$ cat src/rtl/cau_pkg.sv
`timescale 1ns / 1ps
// ----------------------------------------------------------------------------
// cau_pkg
// Shared constants, operation codes and the pipeline payload type.
// ----------------------------------------------------------------------------
package cau_pkg;

    localparam int FRAC_BITS  = 16;
    localparam int MAG_W      = 64;
    localparam int DEN_W      = 64;
    localparam int QBITS      = 33;                    // quotient bits below 2^33
    localparam int QUO_W      = QBITS + 1;             // room for the round-up
    localparam int DIV_STAGES = QBITS + 2;             // init, one per bit, round
    localparam int DIV_W      = MAG_W + FRAC_BITS;     // scaled dividend
    localparam int PREM_W     = DIV_W - QBITS;         // initial partial remainder

    localparam logic [1:0] OP_ADD = 2'd0;
    localparam logic [1:0] OP_SUB = 2'd1;
    localparam logic [1:0] OP_MUL = 2'd2;
    localparam logic [1:0] OP_DIV = 2'd3;

    localparam logic [MAG_W-1:0] RND_HALF = MAG_W'((64'd1 << FRAC_BITS) >> 1);

    typedef struct packed {
        logic [1:0]       op;
        logic             neg_r;
        logic             neg_i;
        logic [MAG_W-1:0] mag_r;
        logic [MAG_W-1:0] mag_i;
        logic [DEN_W-1:0] den;
        logic             dz;
    } t_prep;

endpackage

$ cat src/rtl/cau_back.sv
`timescale 1ns / 1ps
// ----------------------------------------------------------------------------
// cau_back
// Result select, product rounding, saturation and the output register.
// ----------------------------------------------------------------------------
module cau_back (
    input  logic                        i_clk,
    input  logic                        i_rst_n,
    input  logic                        i_valid,
    output logic                        o_ready,
    input  cau_pkg::t_prep              i_data,
    input  logic                        i_big_r,
    input  logic [cau_pkg::QUO_W-1:0]   i_quo_r,
    input  logic                        i_big_i,
    input  logic [cau_pkg::QUO_W-1:0]   i_quo_i,
    output logic                        o_valid,
    input  logic                        i_ready,
    output logic signed [31:0]          o_res_real,
    output logic signed [31:0]          o_res_imag,
    output logic                        o_overflow,
    output logic                        o_div_by_zero
);
    import cau_pkg::*;

    logic        r_v, en;
    logic [32:0] lane_r, lane_i;
    logic [31:0] r_res_r, r_res_i;
    logic        r_ovf, r_dz;

    // returns {saturated, value}
    function automatic logic [32:0] sat_lane(input logic [1:0] op, input logic neg,
                                             input logic [MAG_W-1:0] mag,
                                             input logic big,
                                             input logic [QUO_W-1:0] quo);
        logic [MAG_W:0] v;
        logic           force_sat;
        logic           sat;
        case (op)
            OP_MUL: begin
                v         = (MAG_W+1)'((mag + RND_HALF) >> FRAC_BITS);
                force_sat = 1'b0;
            end
            OP_DIV: begin
                v         = (MAG_W+1)'(quo);
                force_sat = big;
            end
            default: begin
                v         = (MAG_W+1)'(mag);
                force_sat = 1'b0;
            end
        endcase
        sat = force_sat || (!neg && v > (MAG_W+1)'(32'h7FFF_FFFF))
                        || (neg && v > (MAG_W+1)'(32'h8000_0000));
        if (sat) begin
            return {1'b1, neg ? 32'h8000_0000 : 32'h7FFF_FFFF};
        end
        return {1'b0, neg ? 32'(-v[31:0]) : v[31:0]};
    endfunction

    assign lane_r = sat_lane(i_data.op, i_data.neg_r, i_data.mag_r, i_big_r, i_quo_r);
    assign lane_i = sat_lane(i_data.op, i_data.neg_i, i_data.mag_i, i_big_i, i_quo_i);

    assign en      = !r_v || i_ready;
    assign o_ready = en;
    assign o_valid = r_v;
    assign o_res_real    = r_res_r;
    assign o_res_imag    = r_res_i;
    assign o_overflow    = r_ovf;
    assign o_div_by_zero = r_dz;

    always_ff @(posedge i_clk) begin
        if (!i_rst_n) begin
            r_v <= 1'b0;
        end else if (en) begin
            r_v <= i_valid;
        end
    end

    always_ff @(posedge i_clk) begin
        if (en) begin
            r_dz <= i_data.dz;
            if (i_data.dz) begin
                r_res_r <= '0;
                r_res_i <= '0;
                r_ovf   <= 1'b0;
            end else begin
                r_res_r <= lane_r[31:0];
                r_res_i <= lane_i[31:0];
                r_ovf   <= lane_r[32] || lane_i[32];
            end
        end
    end

endmodule

$ cat config.mk
export PLATFORM = sky130hd
export DESIGN_NAME = cau_back
export DESIGN_NICKNAME = d
export VERILOG_FILES = /design/src/rtl/cau_pkg.sv /design/src/rtl/cau_back.sv
export SDC_FILE = /design/constraint.sdc
export NUM_CORES = 1
export LEC_CHECK = 0
export BUFFER_PORTS_ARGS = -buffer_cell sky130_fd_sc_hd__clkbuf_2
export CAP_MARGIN = 25
export CORE_UTILIZATION = 40
export CTS_CLUSTER_DIAMETER = 200
export DETAILED_ROUTE_END_ITERATION = 10
export PLACE_DENSITY = 0.72
export SYNTH_ARGS = -nofsm -noshare
export SYNTH_HDL_FRONTEND = slang
export SYNTH_SLANG_ARGS = --single-unit
export TNS_END_PERCENT = 1
$ cat constraint.sdc
create_clock -name i_clk -period 5.4 [get_ports i_clk]
set_clock_uncertainty 0.15 [all_clocks]
set_input_delay 0.54 -clock i_clk [delete_from_list [all_inputs] [get_ports i_clk]]
set_output_delay 0.54 -clock i_clk [all_outputs]
set_load 0.01 [all_outputs]
==> impl_metrics.tcl <==
set metrics [dict create \
    status "completed" \
    yosysTopAreaCellShare_pct 22.5 \
    root_buffer "clkbuf_16" \
    vias 10876 \
    power_frac_comb_pct 34.3 \
    drt-pass1-iter-count 6 \
    synthArstFlopShare_pct 0 \
    critPathLaunchType "input port" \
    drc 0 \
    gp_congestion 0.951 \
    nNetsFinal 1668 \
    synth_area_per_cell_um2 7.68 \
    cp.depth 13 \
    start_util_pct 41.3 \
    endpoint_kind "flip-flop" \
    synth_edf_count 66 \
    die_height_um 150 \
    critPathCapture "o_res_real[11]$_SDFFCE_PP0P_" \
    dpl-instance-area_mm2 0.0106 \
    power_uw 2020 \
    clock_sinks 67 \
    pwr-share-clk_pct 34.0 \
    place_ws_ns 0.304 \
    swShare_pct 33.9 \
    die_x_um 150 \
    synth.area.top_cells "edfxtp_1, xnor2_1, nor3_1" \
    drv_slew 0 \
    dpl.hpwl_mm 27.6 \
    synth_flop_cell "edfxtp_1" \
    power_leakage_uw 0.00423 \
    critPathLaunch "i_data[144]" \
    setup_tns_ns 0 \
    cts_resized 0 \
    crit_family "simple AND/OR/NAND/NOR gates" \
    io_pins 339 \
    utilization_pct 51.2 \
    vdd_drop_max_uv 136 \
    clk_latency_ns 0.35 \
    drv_cap 0 \
    syn2layout_area_growth_pct 24.0 \
    synth_top_cell_by_area "edfxtp_1" \
    io_buffer_count 274 \
    synth_warnings 0 \
    relSlewSlack_pct 26.3 \
    post-route-period-util_pct 90.2 \
    period_minus_slack_ns 4.87 \
    rr_endpoint "o_res_real[16]$_SDFFCE_PP0P_" \
    seq_power_share_pct 31.8 \
    finalSetupViolCount 0 \
    antenna_found_initial 1 \
    ys_ff_latch 67 \
    powerDensity_mw_per_mm2 185 \
    r2r_start "o_valid$_SDFFE_PN0P_" \
    hold_class "in -> reg" \
    fp.dieArea_mm2 0.0226 \
    ant_nets 0 \
    grt_max_degree 68 \
    reg2regPathDepth 2 \
    core_area_mm2 0.0213 \
    routed_via_density 6.50 \
    max_stage_delay_ns 0.60 \
    worstSetupPathType "in -> reg" \
    cts_buffer_depth 2 \
    cts_tree "yes" \
    path_clk_slew_ns 0.06 \
    p_sw_uw 683 \
    drt_wl_total_mm 35.4 \
    placementRows 53 \
    synth_cells 1145 \
    post_cts_buffers 0 \
    setup_slack_ns 0.527 \
    internal_power_uw 1340 \
    cp_max_fo 21 \
    max_freq_mhz 205 \
    final_cell_area_mm2 0.0109 \
    grt_first_pass_wirelength_mm 53.9 \
    drt_iter0_markers 1197 \
    cts_max_level 3 \
    numCtsBuffers 9 \
    ys_seq_area_share_pct 22.8 \
    path_cells "clkbuf_2 -> ha_1 -> and4_1 -> nand3_1 -> o2111ai_1 -> or3b_1 -> or4b_4 -> nor4b_4 -> nand4_2 -> a21boi_2 -> o21bai_2 -> buf_4 -> a221oi_1" \
    grt_pass1_vias 9644 \
    grtUsageTotal_pct 31.0 \
    synth_fp_nets 1422 \
    drive_gt1_share_pct 27.2 \
    grt_overflow 0 \
    timing.critical_path.buf_inv 2 \
    hold_viol_final 0 \
    grt_setup_unrepaired "false" \
    yosys.cell_types.count 81 \
    wl_per_cell_um 21.1 \
    hold_buffers 0 \
    r2r_setup_slack_ns 3.43 \
    tightest_slew_ns 1.10 \
    slowest_stage "or4b_4" \
    arrival_ns 4.87 \
    critPathRequiredTime_ns 5.40 \
    netlist_area_mm2 0.00879 \
]
[per-stage QoR]
step	std cells	hold WS [ns]
2_1_floorplan	1145	0.489
3_3_place_gp	1655	0.625
3_5_place_dp	1655	0.636
4_1_cts	1671	0.263
5_1_grt	1671	0.280
6_report	1672	0.271
[worst register-to-register path, cell delays in order, from the launching register on]
cell and delay [ns]:
dfxtp_1 0.32, nand2b_2 0.57, buf_4 0.55
[layer usage]
layer / global-route usage [%] / vias up / part of all wire [%]
li1: - / 5027 / -
met1: 44.8 / 5128 / 44
met2: 46.8 / 636 / 43
met3: 4.67 / 85 / 9.7
met4: 9.75 / 0 / 3.2
met5: 0 / - / 0
[kinds of logic (layout without fill, tap and decap cells)]
group | count (synthesis) | in the layout | synth area share [%]
adder cells (fa/ha/maj) | 6 | 6 | 0.854
buffers and inverters | 122 | 373 | 5.83
other | 0 | 1 | 0
AO/OA/AOI/OAI | 267 | 267 | 23.0
XOR/XNOR | 87 | 87 | 8.66
AND/OR/NAND/NOR | 576 | 576 | 36.6
multiplexers | 20 | 20 | 2.30
flip-flops | 67 | 67 | 22.8
[flip-flops by register name, indices dropped and copies added (netlist names)]
signal / count
o_res_imag: 32
o_res_real: 32
o_div_by_zero: 1
o_overflow: 1
o_valid: 1
[cell type report]
cell class                 instances  area, um2
inverter                          33        124
sequential                        67       2000
clock buffer                      10        229
timing repair buffer             324       1800
multi-input combinational        956       6290
fill                            2126      10400
antenna                            1       2.50
clock inverter                     6        113
tap                              275        344
[how the worst min path moves through the flow]
stage	depth (start not counted)	to	slack, ns	from
final	3	o_valid$_SDFFE_PN0P_	0.27	i_valid
after global routing	2	o_valid$_SDFFE_PN0P_	0.28	i_rst_n
after CTS	3	o_valid$_SDFFE_PN0P_	0.26	i_valid
after detailed placement	3	o_valid$_SDFFE_PN0P_	0.64	i_valid
after global placement	3	o_valid$_SDFFE_PN0P_	0.63	i_valid
after floorplan	0	o_div_by_zero$_DFFE_PP_	0.49	i_data[0]
[layout by cell type, fill, tap and decap left out, types with 22 or more instances in the layout]
cell type / synthesis / layout
clkbuf_2: 1 / 273
nor2_1: 88 / 88
nand2_1: 80 / 80
nor3_1: 72 / 72
edfxtp_1: 66 / 66
nand3_1: 65 / 65
nor4_1: 54 / 53
nand4_1: 52 / 52
xnor2_1: 51 / 51
buf_4: 1 / 46
xor2_1: 36 / 36
o21ai_0: 35 / 35
inv_1: 33 / 33
a21oi_1: 32 / 32
a2111oi_0: 27 / 27
a221oi_1: 26 / 26
and3_1: 25 / 25
or3_1: 22 / 22
[power groups by stage]
stage          clock (uW)  combinational [uW]  sequential, uW
6_report              686                 692             641
5_1_grt               710                 746             645
4_1_cts               695                 679             642
3_5_place_dp            0                 675             653
3_3_place_gp            0                 666             652
2_1_floorplan           0                 350             677
[synthesized netlist by cell type, types with 27 or more instances]
cell type and number:
inv_1 33, xnor2_1 51, o21ai_0 35, a21oi_1 32
nor4_1 54, edfxtp_1 66, xor2_1 36, clkbuf_1 54
nor2_1 88, nand3_1 65, nand2_1 80, nor3_1 72
a2111oi_0 27, nand4_1 52
(Power assumes the default switching activity.)
